==> src/rtl/drawbar_additive_voice_core_defines.svh <==
`ifndef DRAWBAR_ADDITIVE_VOICE_CORE_DEFINES_SVH
`define DRAWBAR_ADDITIVE_VOICE_CORE_DEFINES_SVH

// Checks a consequence in the same cycle as its trigger.
`define DAV_ASSERT_SAME(label, clk, rst, ante, cons, msg) \
   label: assert property (@(posedge clk) disable iff (rst) (ante) |-> (cons)) \
      else $error(msg);

// Checks a consequence in the cycle after its trigger.
`define DAV_ASSERT_NEXT(label, clk, rst, ante, cons, msg) \
   label: assert property (@(posedge clk) disable iff (rst) (ante) |=> (cons)) \
      else $error(msg);

`endif

==> src/rtl/dav_pkg.sv <==
package dav_pkg;

   localparam int SINE_TABLE_BITS = 10;
   localparam int NUM_DRAWBARS    = 9;

   localparam int OPCODE_W  = 2;
   localparam int PITCH_W   = 24;
   localparam int SAMPLE_W  = 16;
   localparam int STAGE_W   = 2;
   localparam int LEVEL_W   = 16;

   localparam int CSR_INDEX_W = 2;
   localparam int CSR_DATA_W  = 36;
   localparam int DRAWBARS_W  = 36;
   localparam int HZ_W        = 34;
   localparam int HZ_LO_W     = 17;
   localparam int STEP_W      = 16;
   localparam int SETTING_W   = 4;

   localparam int PHASE_W     = 32;
   localparam int MULT_W      = 5;
   localparam int ANG_W       = PHASE_W + MULT_W;
   localparam int NOTE_LO_W   = PITCH_W + HZ_LO_W;
   localparam int NOTE_HI_W   = PITCH_W + (HZ_W - HZ_LO_W);
   localparam int NOTE_SUM_W  = PITCH_W + HZ_W;
   localparam int INC_SHIFT   = 24;

   localparam int QSINE_W     = 15;
   localparam int SINE_HALF_W = SINE_TABLE_BITS - 1;
   localparam int SINE_QUARTER = 2 ** (SINE_TABLE_BITS - 2);

   // Partial sum holds nine full-scale terms weighted up to 2^8.
   localparam int ACC_W      = 28;
   localparam int PROD_W     = ACC_W + LEVEL_W + 1;
   localparam int DIV_SHIFT  = 23;
   localparam int DIV_BY     = 9;
   localparam int XW         = PROD_W - DIV_SHIFT;
   localparam logic [XW-1:0] RECIP_M = XW'((2 ** XW) / DIV_BY);

   localparam int DB_IDX_W = (NUM_DRAWBARS > 1) ? $clog2(NUM_DRAWBARS) : 1;
   localparam int CNT_W    = $clog2(NUM_DRAWBARS + 1);

   localparam logic [LEVEL_W-1:0]   ENV_PEAK    = 16'h8000;
   localparam logic [SETTING_W-1:0] MAX_SETTING = 4'd8;

   localparam logic [DRAWBARS_W-1:0] DRAWBARS_RESET = '0;
   localparam logic [HZ_W-1:0]       HZ_RESET       = 34'd5864062015;
   localparam logic [STEP_W-1:0]     STEP_RESET     = 16'd1;

   localparam logic [MULT_W-1:0] HALF_MULT [9] = '{
      5'd1, 5'd3, 5'd2, 5'd4, 5'd6, 5'd8, 5'd10, 5'd12, 5'd16
   };

   localparam logic [63:0] K_A = 64'd1686629713;
   localparam logic [63:0] K_B = 64'd693598668;
   localparam logic [63:0] K_C = 64'd85569306;
   localparam logic [63:0] K_D = 64'd5026995;
   localparam logic [63:0] K_E = 64'd172272;

   typedef enum logic [OPCODE_W-1:0] {
      OP_TICK     = 2'd0,
      OP_NOTE_ON  = 2'd1,
      OP_NOTE_OFF = 2'd2,
      OP_NOP      = 2'd3
   } opcode_type;

   typedef enum logic [STAGE_W-1:0] {
      ST_ATTACK  = 2'd0,
      ST_SUSTAIN = 2'd1,
      ST_RELEASE = 2'd2
   } env_stage_type;

   typedef enum logic [CSR_INDEX_W-1:0] {
      CSR_DRAWBARS = 2'd0,
      CSR_HZ_TO_PHASE = 2'd1,
      CSR_ATTACK = 2'd2,
      CSR_RELEASE = 2'd3
   } csr_index_type;

   typedef enum logic [3:0] {
      S_IDLE,
      S_DECODE,
      S_NOTE_LO,
      S_NOTE_HI,
      S_PART,
      S_SCALE,
      S_RECIP,
      S_CORR,
      S_FINISH
   } dav_state_type;

   typedef struct packed {
      logic                capture;
      logic                decode;
      logic                note_lo;
      logic                note_hi;
      logic                part_run;
      logic                rd_en;
      logic [DB_IDX_W-1:0] rd_sel;
      logic                scale;
      logic                recip;
      logic                corr;
      logic                load_out;
   } dav_cmd_type;

   typedef struct packed {
      opcode_type op;
   } dav_status_type;

   typedef logic [QSINE_W-1:0] qsine_type [SINE_QUARTER];

   // Quarter-wave sine entry in Q15, from the Q30 odd polynomial.
   function automatic logic [QSINE_W-1:0] sine_q(input int unsigned j);
      logic [63:0] z;
      logic [63:0] z2;
      logic [63:0] r;
      logic [63:0] s;
      logic [63:0] q;
      z  = 64'(j) << (32 - SINE_TABLE_BITS);
      z2 = (z * z) >> 30;
      r  = K_E;
      r  = K_D - ((z2 * r) >> 30);
      r  = K_C - ((z2 * r) >> 30);
      r  = K_B - ((z2 * r) >> 30);
      r  = K_A - ((z2 * r) >> 30);
      s  = (z * r) >> 30;
      q  = (s + 64'd16384) >> 15;
      if (q > 64'd32767) begin
         q = 64'd32767;
      end
      return q[QSINE_W-1:0];
   endfunction

   function automatic qsine_type build_qsine();
      qsine_type t;
      for (int k = 0; k < SINE_QUARTER; k++) begin
         t[k] = sine_q(k);
      end
      return t;
   endfunction

   localparam qsine_type QSINE = build_qsine();
   localparam logic [QSINE_W-1:0] SINE_PEAK_Q = sine_q(SINE_QUARTER);

endpackage

==> src/rtl/dav_req_if.sv <==
interface dav_req_if import dav_pkg::*; ();
   logic                       valid;
   logic                       ready;
   logic [OPCODE_W-1:0]        opcode;
   logic [PITCH_W-1:0]         pitch;
   logic signed [SAMPLE_W-1:0] mix_in;

   modport source (output valid, output opcode, output pitch, output mix_in, input ready);
   modport sink (input valid, input opcode, input pitch, input mix_in, output ready);
endinterface

==> src/rtl/dav_rsp_if.sv <==
interface dav_rsp_if import dav_pkg::*; ();
   logic                       valid;
   logic                       ready;
   logic signed [SAMPLE_W-1:0] sample_out;
   logic [STAGE_W-1:0]         envelope_stage;
   logic [LEVEL_W-1:0]         envelope_level;

   modport source (output valid, output sample_out, output envelope_stage,
                   output envelope_level, input ready);
   modport sink (input valid, input sample_out, input envelope_stage,
                 input envelope_level, output ready);
endinterface

==> src/rtl/dav_ctrl.sv <==
`include "drawbar_additive_voice_core_defines.svh"

module dav_ctrl import dav_pkg::*; (
   input  logic           clock,
   input  logic           reset,
   input  logic           req_valid,
   output logic           req_ready,
   output logic           rsp_valid,
   input  logic           rsp_ready,
   input  dav_status_type status,
   output dav_cmd_type    cmd
);

   localparam logic [CNT_W-1:0] PART_LAST = CNT_W'(NUM_DRAWBARS);

   dav_state_type    state_ff, state_in;
   logic [CNT_W-1:0] part_cnt_ff, part_cnt_in;
   logic             rsp_valid_ff, rsp_valid_in;

   always_ff @(posedge clock) begin
      if (reset) begin
         state_ff     <= S_IDLE;
         part_cnt_ff  <= '0;
         rsp_valid_ff <= 1'b0;
      end else begin
         state_ff     <= state_in;
         part_cnt_ff  <= part_cnt_in;
         rsp_valid_ff <= rsp_valid_in;
      end
   end

   always_comb begin
      state_in     = state_ff;
      part_cnt_in  = part_cnt_ff;
      rsp_valid_in = rsp_valid_ff && !rsp_ready;
      req_ready    = 1'b0;
      cmd          = '0;
      cmd.rd_sel   = part_cnt_ff[DB_IDX_W-1:0];

      case (state_ff)
         S_IDLE: begin
            req_ready = 1'b1;
            if (req_valid) begin
               cmd.capture = 1'b1;
               state_in    = S_DECODE;
            end
         end
         S_DECODE: begin
            cmd.decode  = 1'b1;
            part_cnt_in = '0;
            case (status.op)
               OP_TICK:    state_in = S_PART;
               OP_NOTE_ON: state_in = S_NOTE_LO;
               default:    state_in = S_FINISH;
            endcase
         end
         S_NOTE_LO: begin
            cmd.note_lo = 1'b1;
            state_in    = S_NOTE_HI;
         end
         S_NOTE_HI: begin
            cmd.note_hi = 1'b1;
            state_in    = S_FINISH;
         end
         S_PART: begin
            // One drawbar is read per cycle; the last cycle only drains the
            // table read into the accumulator.
            cmd.part_run = 1'b1;
            cmd.rd_en    = (part_cnt_ff < PART_LAST);
            if (part_cnt_ff == PART_LAST) begin
               state_in = S_SCALE;
            end else begin
               part_cnt_in = part_cnt_ff + 1'b1;
            end
         end
         S_SCALE: begin
            cmd.scale = 1'b1;
            state_in  = S_RECIP;
         end
         S_RECIP: begin
            cmd.recip = 1'b1;
            state_in  = S_CORR;
         end
         S_CORR: begin
            cmd.corr = 1'b1;
            state_in = S_FINISH;
         end
         S_FINISH: begin
            if (!rsp_valid_ff || rsp_ready) begin
               cmd.load_out = 1'b1;
               rsp_valid_in = 1'b1;
               state_in     = S_IDLE;
            end
         end
         default: begin
            state_in = S_IDLE;
         end
      endcase
   end

   assign rsp_valid = rsp_valid_ff;

   `DAV_ASSERT_NEXT(a_accept_decode, clock, reset, req_valid && req_ready,
      state_ff == S_DECODE, "accepted beat did not enter decode")
   `DAV_ASSERT_SAME(a_no_overwrite, clock, reset, cmd.load_out,
      !rsp_valid_ff || rsp_ready, "pending result overwritten")
   `DAV_ASSERT_SAME(a_part_range, clock, reset, state_ff == S_PART,
      part_cnt_ff <= PART_LAST, "partial counter out of range")
   `DAV_ASSERT_NEXT(a_loop_exit, clock, reset, state_ff == S_PART && part_cnt_ff == PART_LAST,
      state_ff == S_SCALE, "partial loop did not exit to scaling")

endmodule

==> src/rtl/dav_datapath.sv <==
module dav_datapath import dav_pkg::*; (
   input  logic                       clock,
   input  logic                       reset,
   input  logic                       csr_wen,
   input  logic [CSR_INDEX_W-1:0]     csr_index,
   input  logic [CSR_DATA_W-1:0]      csr_wdata,
   input  logic [OPCODE_W-1:0]        req_opcode,
   input  logic [PITCH_W-1:0]         req_pitch,
   input  logic signed [SAMPLE_W-1:0] req_mix_in,
   input  dav_cmd_type                cmd,
   output dav_status_type             status,
   output logic signed [SAMPLE_W-1:0] rsp_sample_out,
   output logic [STAGE_W-1:0]         rsp_envelope_stage,
   output logic [LEVEL_W-1:0]         rsp_envelope_level
);

   localparam logic [SINE_HALF_W-1:0] QUARTER_IDX = SINE_HALF_W'(SINE_QUARTER);
   localparam int SUM_W = XW + 2;

   // Configuration registers.
   logic [DRAWBARS_W-1:0] drawbars_ff, drawbars_in;
   logic [HZ_W-1:0]       hz_ff, hz_in;
   logic [STEP_W-1:0]     atk_ff, atk_in;
   logic [STEP_W-1:0]     rel_ff, rel_in;

   // Voice state.
   logic [PHASE_W-1:0] phase_ff, phase_in;
   logic [PHASE_W-1:0] inc_ff, inc_in;
   logic [LEVEL_W-1:0] vol_ff, vol_in;
   env_stage_type      stage_ff, stage_in;
   logic               tap_vld_ff, tap_vld_in;

   // Captured beat and working registers.
   opcode_type                 op_ff, op_in;
   logic [PITCH_W-1:0]         pitch_ff, pitch_in;
   logic signed [SAMPLE_W-1:0] mix_ff, mix_in;
   logic [NOTE_LO_W-1:0]       note_lo_ff, note_lo_in;
   logic [QSINE_W-1:0]         rom_q_ff, rom_q_in;
   logic                       rom_neg_ff, rom_neg_in;
   logic [SETTING_W-1:0]       weight_ff, weight_in;
   logic signed [ACC_W-1:0]    acc_ff, acc_in;
   logic signed [PROD_W-1:0]   prod_ff, prod_in;
   logic                       neg_ff, neg_in;
   logic [XW-1:0]              x_ff, x_in;
   logic [2*XW-1:0]            mq_ff, mq_in;
   logic [XW-1:0]              q_ff, q_in;
   logic signed [SAMPLE_W-1:0] sample_ff, sample_in;
   logic [STAGE_W-1:0]         stage_out_ff, stage_out_in;
   logic [LEVEL_W-1:0]         level_ff, level_in;

   // Combinational helpers.
   logic [MULT_W-1:0]          mult_sel;
   logic [ANG_W-1:0]           ang_prod;
   logic [SINE_TABLE_BITS-1:0] sin_idx;
   logic [SINE_HALF_W-1:0]     half_idx;
   logic [SINE_HALF_W-1:0]     quart_idx;
   logic [QSINE_W-1:0]         rom_q;
   logic [SETTING_W-1:0]       set_raw;
   logic signed [SAMPLE_W-1:0] sval;
   logic signed [ACC_W-1:0]    term;
   logic [NOTE_HI_W-1:0]       note_hi;
   logic [NOTE_SUM_W-1:0]      note_sum;
   logic [LEVEL_W:0]           env_sum;
   logic [PROD_W-1:0]          mag;
   logic [XW-1:0]              qest;
   logic [XW+3:0]              nine_q;
   logic [XW-1:0]              rem;
   logic signed [XW:0]         voice;
   logic signed [SUM_W-1:0]    mixed;
   logic signed [SAMPLE_W-1:0] sat;

   always_ff @(posedge clock) begin
      if (reset) begin
         drawbars_ff <= DRAWBARS_RESET;
         hz_ff       <= HZ_RESET;
         atk_ff      <= STEP_RESET;
         rel_ff      <= STEP_RESET;
         phase_ff    <= '0;
         inc_ff      <= '0;
         vol_ff      <= '0;
         stage_ff    <= ST_RELEASE;
         tap_vld_ff  <= 1'b0;
      end else begin
         drawbars_ff <= drawbars_in;
         hz_ff       <= hz_in;
         atk_ff      <= atk_in;
         rel_ff      <= rel_in;
         phase_ff    <= phase_in;
         inc_ff      <= inc_in;
         vol_ff      <= vol_in;
         stage_ff    <= stage_in;
         tap_vld_ff  <= tap_vld_in;
      end
   end

   always_ff @(posedge clock) begin
      op_ff        <= op_in;
      pitch_ff     <= pitch_in;
      mix_ff       <= mix_in;
      note_lo_ff   <= note_lo_in;
      rom_q_ff     <= rom_q_in;
      rom_neg_ff   <= rom_neg_in;
      weight_ff    <= weight_in;
      acc_ff       <= acc_in;
      prod_ff      <= prod_in;
      neg_ff       <= neg_in;
      x_ff         <= x_in;
      mq_ff        <= mq_in;
      q_ff         <= q_in;
      sample_ff    <= sample_in;
      stage_out_ff <= stage_out_in;
      level_ff     <= level_in;
   end

   // Configuration writes.
   always_comb begin
      drawbars_in = drawbars_ff;
      hz_in       = hz_ff;
      atk_in      = atk_ff;
      rel_in      = rel_ff;
      if (csr_wen) begin
         case (csr_index_type'(csr_index))
            CSR_DRAWBARS:    drawbars_in = csr_wdata[DRAWBARS_W-1:0];
            CSR_HZ_TO_PHASE: hz_in       = csr_wdata[HZ_W-1:0];
            CSR_ATTACK:      atk_in      = csr_wdata[STEP_W-1:0];
            CSR_RELEASE:     rel_in      = csr_wdata[STEP_W-1:0];
            default: begin
               drawbars_in = drawbars_ff;
            end
         endcase
      end
   end

   // Sine lookup for the drawbar selected this cycle.
   always_comb begin
      mult_sel = HALF_MULT[cmd.rd_sel];
      ang_prod = phase_ff * mult_sel;
      sin_idx  = ang_prod[PHASE_W -: SINE_TABLE_BITS];
      half_idx = sin_idx[SINE_HALF_W-1:0];
      // Past the quarter point the wave is mirrored; modular negation
      // gives the half period minus the index.
      quart_idx = (half_idx > QUARTER_IDX) ? -half_idx : half_idx;
      rom_q = (quart_idx == QUARTER_IDX) ? SINE_PEAK_Q
                                         : QSINE[quart_idx[SINE_HALF_W-2:0]];
      set_raw = drawbars_ff[{cmd.rd_sel, 2'b00} +: SETTING_W];
   end

   always_comb begin
      sval = rom_neg_ff ? -$signed({1'b0, rom_q_ff}) : $signed({1'b0, rom_q_ff});
      term = ACC_W'(sval) <<< weight_ff;

      note_hi  = pitch_ff * hz_ff[HZ_W-1:HZ_LO_W];
      note_sum = NOTE_SUM_W'(note_lo_ff) + (NOTE_SUM_W'(note_hi) << HZ_LO_W);

      env_sum = {1'b0, vol_ff} + {1'b0, atk_ff};

      mag    = prod_ff[PROD_W-1] ? -prod_ff : prod_ff;
      qest   = mq_ff[2*XW-1:XW];
      nine_q = {qest, 3'b000} + (XW+4)'(qest);
      rem    = x_ff - nine_q[XW-1:0];

      voice = neg_ff ? -$signed({1'b0, q_ff}) : $signed({1'b0, q_ff});
      mixed = SUM_W'(mix_ff) + SUM_W'(voice);
      if (mixed[SUM_W-1:SAMPLE_W-1] == '0 || mixed[SUM_W-1:SAMPLE_W-1] == '1) begin
         sat = mixed[SAMPLE_W-1:0];
      end else if (mixed[SUM_W-1]) begin
         sat = {1'b1, {(SAMPLE_W-1){1'b0}}};
      end else begin
         sat = {1'b0, {(SAMPLE_W-1){1'b1}}};
      end
   end

   always_comb begin
      op_in        = op_ff;
      pitch_in     = pitch_ff;
      mix_in       = mix_ff;
      note_lo_in   = note_lo_ff;
      phase_in     = phase_ff;
      inc_in       = inc_ff;
      vol_in       = vol_ff;
      stage_in     = stage_ff;
      rom_q_in     = rom_q;
      rom_neg_in   = sin_idx[SINE_TABLE_BITS-1];
      weight_in    = (set_raw > MAX_SETTING) ? MAX_SETTING : set_raw;
      tap_vld_in   = cmd.part_run && cmd.rd_en && (set_raw != '0);
      acc_in       = tap_vld_ff ? acc_ff + term : acc_ff;
      prod_in      = prod_ff;
      neg_in       = neg_ff;
      x_in         = x_ff;
      mq_in        = mq_ff;
      q_in         = q_ff;
      sample_in    = sample_ff;
      stage_out_in = stage_out_ff;
      level_in     = level_ff;

      if (cmd.capture) begin
         op_in    = opcode_type'(req_opcode);
         pitch_in = req_pitch;
         mix_in   = req_mix_in;
      end

      if (cmd.decode) begin
         acc_in = '0;
         case (op_ff)
            OP_TICK: begin
               case (stage_ff)
                  ST_ATTACK: begin
                     if (vol_ff < ENV_PEAK) begin
                        vol_in = (env_sum > {1'b0, ENV_PEAK}) ? ENV_PEAK
                                                              : env_sum[LEVEL_W-1:0];
                     end else begin
                        vol_in   = ENV_PEAK;
                        stage_in = ST_SUSTAIN;
                     end
                  end
                  ST_RELEASE: begin
                     vol_in = (vol_ff > rel_ff) ? vol_ff - rel_ff : '0;
                  end
                  default: begin
                     vol_in = vol_ff;
                  end
               endcase
            end
            OP_NOTE_OFF: stage_in = ST_RELEASE;
            default: begin
               stage_in = stage_ff;
            end
         endcase
      end

      if (cmd.note_lo) begin
         note_lo_in = pitch_ff * hz_ff[HZ_LO_W-1:0];
      end

      if (cmd.note_hi) begin
         inc_in   = note_sum[INC_SHIFT +: PHASE_W];
         phase_in = '0;
         vol_in   = '0;
         stage_in = ST_ATTACK;
      end

      if (cmd.scale) begin
         prod_in  = acc_ff * $signed({1'b0, vol_ff});
         phase_in = phase_ff + inc_ff;
      end

      if (cmd.recip) begin
         neg_in = prod_ff[PROD_W-1];
         x_in   = mag[PROD_W-1:DIV_SHIFT];
         mq_in  = mag[PROD_W-1:DIV_SHIFT] * RECIP_M;
      end

      // The reciprocal estimate is at most one low.
      if (cmd.corr) begin
         q_in = (rem >= XW'(DIV_BY)) ? qest + 1'b1 : qest;
      end

      if (cmd.load_out) begin
         sample_in    = (op_ff == OP_TICK) ? sat : mix_ff;
         stage_out_in = stage_ff;
         level_in     = vol_ff;
      end
   end

   assign status.op          = op_ff;
   assign rsp_sample_out     = sample_ff;
   assign rsp_envelope_stage = stage_out_ff;
   assign rsp_envelope_level = level_ff;

endmodule

==> src/rtl/drawbar_additive_voice_core.sv <==
// Channel    Dir  Handshake     Payload
// req_chan   in   valid/ready   opcode, pitch, mix_in
// rsp_chan   out  valid/ready   sample_out, envelope_stage, envelope_level
// csr_*      in   csr_wen       csr_index, csr_wdata
//
// A sample tick is accepted, decoded, run through the drawbars via the registered sine read
// with a drain step, scaled by the envelope, divided by nine (S_SCALE, S_RECIP, S_CORR) and
// loaded. Note on splits the pitch multiply (S_NOTE_LO, S_NOTE_HI); other beats go to S_FINISH.
// Reset (synchronous, active high) restores register defaults, clears phase and level,
// and leaves the envelope in release. One beat is in work at a time; a new beat is accepted
// while a result waits, and the next result is held in its last cycle until that one is taken.
module drawbar_additive_voice_core import dav_pkg::*; (
   input  logic                   clock,
   input  logic                   reset,
   dav_req_if.sink                req_chan,
   dav_rsp_if.source              rsp_chan,
   input  logic                   csr_wen,
   input  logic [CSR_INDEX_W-1:0] csr_index,
   input  logic [CSR_DATA_W-1:0]  csr_wdata
);

   dav_cmd_type    cmd;
   dav_status_type status;

   dav_ctrl u_ctrl (
      .clock     (clock),
      .reset     (reset),
      .req_valid (req_chan.valid),
      .req_ready (req_chan.ready),
      .rsp_valid (rsp_chan.valid),
      .rsp_ready (rsp_chan.ready),
      .status    (status),
      .cmd       (cmd)
   );

   dav_datapath u_datapath (
      .clock              (clock),
      .reset              (reset),
      .csr_wen            (csr_wen),
      .csr_index          (csr_index),
      .csr_wdata          (csr_wdata),
      .req_opcode         (req_chan.opcode),
      .req_pitch          (req_chan.pitch),
      .req_mix_in         (req_chan.mix_in),
      .cmd                (cmd),
      .status             (status),
      .rsp_sample_out     (rsp_chan.sample_out),
      .rsp_envelope_stage (rsp_chan.envelope_stage),
      .rsp_envelope_level (rsp_chan.envelope_level)
   );

endmodule
==> src/flat_wrapper.sv <==
// flat-port wrapper written by rule: the top's interface ports become plain ports
module drawbar_additive_voice_core_flat import dav_pkg::*;
  (clock, reset, csr_wen, csr_index, csr_wdata, req_chan_valid, req_chan_opcode, req_chan_pitch, req_chan_mix_in, req_chan_ready, rsp_chan_valid, rsp_chan_sample_out, rsp_chan_envelope_stage, rsp_chan_envelope_level, rsp_chan_ready);
  dav_req_if req_chan_i ();
  dav_rsp_if rsp_chan_i ();
  input  logic clock;
  input  logic reset;
  input  logic csr_wen;
  input  logic [CSR_INDEX_W-1:0] csr_index;
  input  logic [CSR_DATA_W-1:0] csr_wdata;
  input wire logic [$bits(req_chan_i.valid)-1:0] req_chan_valid;
  input wire logic [$bits(req_chan_i.opcode)-1:0] req_chan_opcode;
  input wire logic [$bits(req_chan_i.pitch)-1:0] req_chan_pitch;
  input wire logic [$bits(req_chan_i.mix_in)-1:0] req_chan_mix_in;
  output wire logic [$bits(req_chan_i.ready)-1:0] req_chan_ready;
  output wire logic [$bits(rsp_chan_i.valid)-1:0] rsp_chan_valid;
  output wire logic [$bits(rsp_chan_i.sample_out)-1:0] rsp_chan_sample_out;
  output wire logic [$bits(rsp_chan_i.envelope_stage)-1:0] rsp_chan_envelope_stage;
  output wire logic [$bits(rsp_chan_i.envelope_level)-1:0] rsp_chan_envelope_level;
  input wire logic [$bits(rsp_chan_i.ready)-1:0] rsp_chan_ready;
  assign req_chan_i.valid = req_chan_valid;
  assign req_chan_i.opcode = req_chan_opcode;
  assign req_chan_i.pitch = req_chan_pitch;
  assign req_chan_i.mix_in = req_chan_mix_in;
  assign req_chan_ready = req_chan_i.ready;
  assign rsp_chan_valid = rsp_chan_i.valid;
  assign rsp_chan_sample_out = rsp_chan_i.sample_out;
  assign rsp_chan_envelope_stage = rsp_chan_i.envelope_stage;
  assign rsp_chan_envelope_level = rsp_chan_i.envelope_level;
  assign rsp_chan_i.ready = rsp_chan_ready;
  drawbar_additive_voice_core u_core (.clock(clock), .reset(reset), .req_chan(req_chan_i), .rsp_chan(rsp_chan_i), .csr_wen(csr_wen), .csr_index(csr_index), .csr_wdata(csr_wdata));
endmodule
==> config.mk <==
export PLATFORM = sky130hd
export DESIGN_NAME = drawbar_additive_voice_core_flat
export DESIGN_NICKNAME = d
export VERILOG_FILES = /design/src/rtl/dav_pkg.sv /design/src/rtl/dav_req_if.sv /design/src/rtl/dav_rsp_if.sv /design/src/rtl/dav_ctrl.sv /design/src/rtl/dav_datapath.sv /design/src/rtl/drawbar_additive_voice_core.sv /design/src/flat_wrapper.sv
export VERILOG_INCLUDE_DIRS = /design/src /design/src/rtl
export SDC_FILE = /design/constraint.sdc
export NUM_CORES = 2
export LEC_CHECK = 0
export ABC_CLOCK_PERIOD_IN_PS = 9000
export BUFFER_PORTS_ARGS = -buffer_cell sky130_fd_sc_hd__buf_4
export CAP_MARGIN = 40
export CORE_UTILIZATION = 50
export DETAILED_ROUTE_END_ITERATION = 8
export PLACE_DENSITY_LB_ADDON = 0.3
export SLEW_MARGIN = 20
export SYNTH_ARGS = -nofsm -noshare
export SYNTH_HDL_FRONTEND = slang
export SYNTH_HIERARCHICAL = 1
export SYNTH_SLANG_ARGS = --single-unit
==> constraint.sdc <==
create_clock -name clock -period 9 [get_ports clock]
set_clock_uncertainty 0.1 [all_clocks]
set_input_delay 1.35 -clock clock [delete_from_list [all_inputs] [get_ports clock]]
set_output_delay 1.35 -clock clock [all_outputs]
set_load 0.1 [all_outputs]
# --- Word-level counts from Yosys, hierarchy flattened ---
# Memories as Yosys holds them, arrays and structs flattened. A register that Yosys moved wholly into a read port is not among the register bits.
# Index checks and enable logic that the tools add are counted.
word_totals:
  regBits: 473
  rom_bits: 3920
  inputBits: 85
  memories: 2
op_classes:
  add_sub_neg: 14
  n_mul: 5
  magnitude_cmp: 8
  eq_ne: 25
  n_shift: 2
  muxes: 42
  n_bitwise: 2
  reduce_logical: 30
mem_list:
  columns: ["memory", "depth", "word_bits", "rd", "rd_clocked_by_memory_dff", "wr", "line", "rtl"]
  rows:
  - ["(name not given)", 256, 15, 1, 1, 0, "dav_datapath.sv:144", ": QSINE[quart_idx[SINE_HALF_W-2:0]];"]
  - ["(name not given)", 16, 5, 1, 0, 0, "dav_datapath.sv:136", "mult_sel = HALF_MULT[cmd.rd_sel];"]
op_table:
  columns: ["cell", "n"]
  rows:
  - ["$mux 16", 7]
  - ["$mux 32", 2]
  - ["$add 41x56->56", 1]
  - ["$mul 28x17->45", 1]
  - ["$mux 45", 1]
  - ["$neg 45->45", 1]
  - ["$mul 22x19->41 const B", 1]
  - ["$mul 24x17->41", 1]
  - ["$mul 24x17->39", 1]
  - ["$shiftx 36x7->4", 1]
  - ["$mul 32x5->33", 1]
  - ["$add 32x32->32", 1]
  - ["$pmux 16 s2", 1]
  - ["$pmux 4 s8", 1]
  - ["$add 28x28->28", 1]
  - ["$sshl 16x4->28", 1]
  - ["$add 16x23->24", 1]
  - ["$mux 23", 1]
  - ["$neg 20->23", 1]
  - ["$add 22x19->22", 1]
  - ["$ge 22x4->1 const B", 1]
  - ["$sub 22x22->22", 1]
  - ["$add 19x1->20 const B", 1]
  - ["$mux 19", 1]
  - ["43 further kinds", 97]

# --- Logic depth before layout (Yosys ltp) ---
depth:
  word_depth: 8
  depth_mapped: 40

# --- Modules after synthesis ---
# The synthesis kept the hierarchy.
by_module_without_submodules:
  columns: ["mod", "n_inst", "cells_per_inst", "area_each_um2", "seq_area_each_um2"]
  rows:
  - ["dav_datapath", 1, 9036, 79022.0, 10880.4]
  - ["dav_ctrl", 1, 73, 563.0, 180.2]

# --- Worst setup path after synthesis ---
# OpenSTA, ideal clock, no wires.
synth_timing:
  path_kind: "reg2reg"
  start: "register u_core.u_datapath.prod_ff[17]"
  end: "register u_core.u_datapath.mq_ff[40] (data pin)"
  arrival_ns: 8.576
  setup_slack_ns: 0.064
  stages_incl_launch_ff: 32
  synth_period_minus_slack_ns: 8.936
  cell_sequence: "edfxtp_1 -> nor4_1 -> nand4_1 -> nor4_2 -> nand2b_1 -> or3_1 -> or3_4 -> or4_4 -> or4_4 -> or4_1 -> or2_4 -> o21ai_1 -> xnor2_1 -> inv_1 -> fa_1 -> inv_1 -> ha_1 -> fa_1 -> fa_1 -> fa_1 -> fa_1 -> ha_1 -> a21o_1 -> a21o_1 -> nand4_1 -> and3b_1 -> o21bai_1 -> a21o_1 -> a211o_1 -> a21o_1 -> a21oi_1 -> xnor2_1"
synth_via:
  elab_chain_cells: 3
synth_rtl:
  columns: ["element", "line", "rtl"]
  rows:
  - ["from (decl)", "dav_datapath.sv:42", "logic signed [PROD_W-1:0] prod_ff, prod_in;"]
  - ["from (signal assigned)", "dav_datapath.sv:105", "prod_ff <= prod_in;"]
  - ["$neg 45->45", "dav_datapath.sv:157", "mag = prod_ff[PROD_W-1] ? -prod_ff : prod_ff;"]
  - ["$mux 45", "dav_datapath.sv:157", null]
  - ["via u_core.u_datapath.mag[41]", "dav_datapath.sv:64", "logic [PROD_W-1:0] mag;"]
  - ["$mul 22x19->41", "dav_datapath.sv:250", "mq_in = mag[PROD_W-1:DIV_SHIFT] * RECIP_M;"]
  - ["to (signal assigned)", "dav_datapath.sv:108", "mq_ff <= mq_in;"]
  - ["to (decl)", "dav_datapath.sv:45", "logic [2*XW-1:0] mq_ff, mq_in;"]
# The timed path passes the listed nets, and every way through them passes these cells.
# A chain may end at the register's enable or synchronous reset.

# --- Final worst setup path ---
layout_timing:
  start: "register u_core.u_datapath.prod_ff[18]"
  end: "register u_core.u_datapath.mq_ff[40] (data pin)"
# Same word-level chain as after synthesis.

==> results by group <==
Status
  • Outcome: finished with violations
  • Failing checks: design-rule violations, negative setup slack

Drt
  • WL per Instance: around 21 um
  • Remaining DRCs: 4
  • Via count: approximately 64,000
  • 1st-iter DRT viols: roughly 5,300
  • Detail Route Antenna Nets: 0
  • DR pass1 iterations: 9
  • Vias per inst: 5.68
  • Routed wire length: 238,000 um

Layout
  • Share of layout cells above drive strength 1: 0.0795
  • Finished Cell Area: 86,800 um^2
  • Core Util, Final: 0.549
  • Layout area overhead: 9.11%
  • Layout Nets: 11,300

Synthesis
  • Mean Syn Cell Area: ~8.7 um^2
  • Ys async rst share: 0
  • Syn_nets: 11,200
  • Post-Syn Area: about 80,000 um^2
  • Synth warn: 6
  • Ys flop type: dfxtp_1
  • Number of library cell types mapped by synthesis: 110
  • Top cell type by total area after synthesis: fa_1
  • Number of flops mapped to enable cells by yosys: approximately 210
  • Synth area leaders: fa_1 (33%), ha_1 (11%), edfxtp_1 (7.8%)
  • Post-Synthesis Cells: between 9,000 and 10,000
  • Yosys top cell area share: 0.327
  • Synth Register Bits: 449
  • Sequential area share after synthesis: 0.139

GRT
  • Tot GR Track Use: 0.297
  • Vias in the first global route: between 60,000 and 70,000
  • Global-route wire length before repair: around 380,000 um
  • Largest net degree at the start of global routing: a little under 80
  • Initial antenna violation count: 6
  • Grt ovf: 0

Power
  • P_int: 14.7 mW
  • Combinational cell fraction of total power: 0.830
  • Pwr Density: ~360 nW/um^2
  • Peak VDD IR: between 0.001 and 0.0015 V
  • Clk pwr share: 0.080
  • Switching Fraction: 0.527
  • Leak: 40.7 nW
  • Final Total Pwr: slightly above 30 mW
  • Sequential power share: 0.090
  • Net Switching: 16.4 mW

Timing
  • FMAX: ~110 MHz
  • Relative slew slack: 0.412
  • Tcrit/Tclk final: 1.00
  • Worst-margin pin slew: 881 ps
  • Max-slew violations: 0
  • RSZ-0062 raised after global routing: true
  • Min Hold Slack: 355 ps
  • Final hold viol count: 0
  • Tmin final: 9020 ps
  • Endpoints failing setup: 1
  • Setup ws final: -24.7 ps

Min path
  • Min-Delay Path Class: flop to flop
  • Min-Delay Startpoint: u_core/u_datapath/drawbars_ff[30]

Place
  • Post-Place Cell Area: around 84,000 um^2
  • GPL Wtd Cong: between 0.9 and 1
  • Port bufs: 120
  • DP Wirelength: ~190,000 um
  • Pre-CTS setup slack: -387 ps

Critical path
  • CP max FO: 4
  • Worst Path Arrival: 9370 ps
  • Crit path capture type: flop
  • Critical path class: flop to flop
  • Startpoint Class: flop
  • RR Startpoint: u_core/u_datapath/prod_ff[18]
  • Crit path launch: u_core/u_datapath/prod_ff[18]
  • Slowest CP cell: fa_1
  • Worst Path Required: ~9300 ps
  • Max incr delay on CP: around 610 ps

Clock network
  • Clk root buf: clkbuf_16
  • CTS clock-pin slew for the worst setup and hold paths: 60 ps
  • TritonCTS clock tree: built
  • Clock Tree Buf Depth: 3
  • # H-tree levels: 2
  • Inserted Clock Buffers: 56
  • Clk Latency, worst-skew pair: 700 ps
  • # clock sinks: between 400 and 500

Die
  • Die Span Y: roughly 400 um
  • Rows: roughly 150
  • Starting Density: 0.503
  • Die W: 401 um
  • Die area: between 150,000 and 200,000 um^2
  • Core area: about 160,000 um^2
  • Io pins: 121

Job
  • Max-Cap Viols: 0
logic make-up (layout without fill, tap and decap cells):
family          after synthesis  after routing  synth area share
compound gates             1307           1307             0.106
flops                       449            449             0.139
xor+xnor                    328            328            0.0366
simple gates               2906           2906             0.174
buf+inv                    2046           2206            0.0973
other cells                   0              1                 0
fa+ha+maj                  1997           1997             0.436
mux                          76             76            0.0112
routing by layer:
layer / track usage / wire, um / vias up
met2: 0.471 / 106000 / 2604
met1: 0.418 / 104000 / 32100
met4: 0.0902 / 7400 / 0
met3: 0.0491 / 20400 / 467
li1: - / - / 29300
met5: 0 / 0 / -
power groups by stage:
stage | Combinational [mW] | Clock (mW) | Sequential [mW]
global placement | 24.7 | 0 | 2.85
CTS | 25.5 | 2.54 | 2.81
global route | 28.7 | 2.61 | 2.80
finish | 25.8 | 2.49 | 2.81
floorplan | 18.3 | 0 | 2.79
detailed placement | 25.3 | 0 | 2.85
per-stage QoR:
stage          instances  TNS [ps]
6_report           11300     -24.7
3_3_place_gp       11200     -1050
4_1_cts            11300     -32.8
3_5_place_dp       11200     -1590
2_1_floorplan       9109         0
5_1_grt            11300     -2780
final cells by class:
| type | count | area, um^2 |
|---|---|---|
| fill | 14200 | 71400 |
| antenna | 1 | 2.50 |
| clock buffer | 59 | 1420 |
| sequential | 449 | 11100 |
| clock inverter | 47 | 579 |
| inverter | 1610 | 6050 |
| multi-input combinational | 6614 | 61200 |
| timing repair buffer | 490 | 3980 |
| tap | 2072 | 2590 |
flip-flops by register name (all words and copies together), names as in the netlist, 19 cells and up:
signal and cells:
u_core/u_datapath/acc_ff 28, u_core/u_datapath/drawbars_ff 36, u_core/u_datapath/hz_ff 34, u_core/u_datapath/inc_ff 32, u_core/u_datapath/mq_ff 19, u_core/u_datapath/note_lo_ff 24, u_core/u_datapath/phase_ff 32, u_core/u_datapath/pitch_ff 24
u_core/u_datapath/prod_ff 45, u_core/u_datapath/q_ff 20, u_core/u_datapath/x_ff 22
path summary, 6_finish.rpt:
check | endpoint | slack (ps) | cells past startpoint
setup / recovery | u_core/u_datapath/mq_ff[40] | -20 | 32
hold reg to reg | u_core/u_datapath/drawbars_ff[30] | 360 | 2
hold / removal | u_core/u_datapath/drawbars_ff[30] | 360 | 2
setup reg to reg | u_core/u_datapath/mq_ff[40] | -20 | 32
critical path: cells and delay by family (launching register included):
family | cells | cell delay (ps)
and+or+nand+nor | 13 | 3550
adders and majority gates | 7 | 3060
AOI/OAI and AO/OA | 8 | 1410
DFF | 1 | 390
xor gates and xnor gates | 2 | 150
buffers and inverters | 2 | 110
cells in the final DEF (no fill, tap or decap), types with 41 or more instances in the layout:
master,Yosys,final
inv_1,1603,1598
nand2_1,1357,1356
fa_1,1298,1298
ha_1,699,691
and2_1,583,581
buf_4,2,454
a21oi_1,423,420
nor2_1,351,345
o21ai_0,254,253
dfxtp_1,242,240
xnor2_1,248,238
edfxtp_1,207,207
nand3_1,124,124
nor3_1,125,122
a21o_1,105,105
xor2_1,76,76
a211oi_1,76,75
clkbuf_16,0,56
mux2i_1,55,55
and3_1,54,54
nor2b_1,48,47
nand2b_1,44,43
a31oi_1,41,41
synth_stat cells (all sizes together) (47+ instances only):
cell,number
a211oi,76
nor2,353
inv,1608
a21oi,425
xor2,76
fa,1298
xnor2,252
and3,54
nor3,128
and2,583
clkbuf,389
ha,699
nor2b,48
nand3,125
buf,47
nand2,1358
edfxtp,207
dfxtp,242
mux2i,55
o21ai,259
a21o,105
repair_timing:
item / 4_1_cts / 5_1_grt
hold buffers: 0 / 0
buffers inserted: 5 / 12
setup endpoints to repair: 10 / 17
pin swaps: 15 / 20
cloned: 0 / 0
hold endpoints to repair: 0 / 0
resized for setup: 18 / 33
Note: power is estimated with default switching activity, not from simulation.
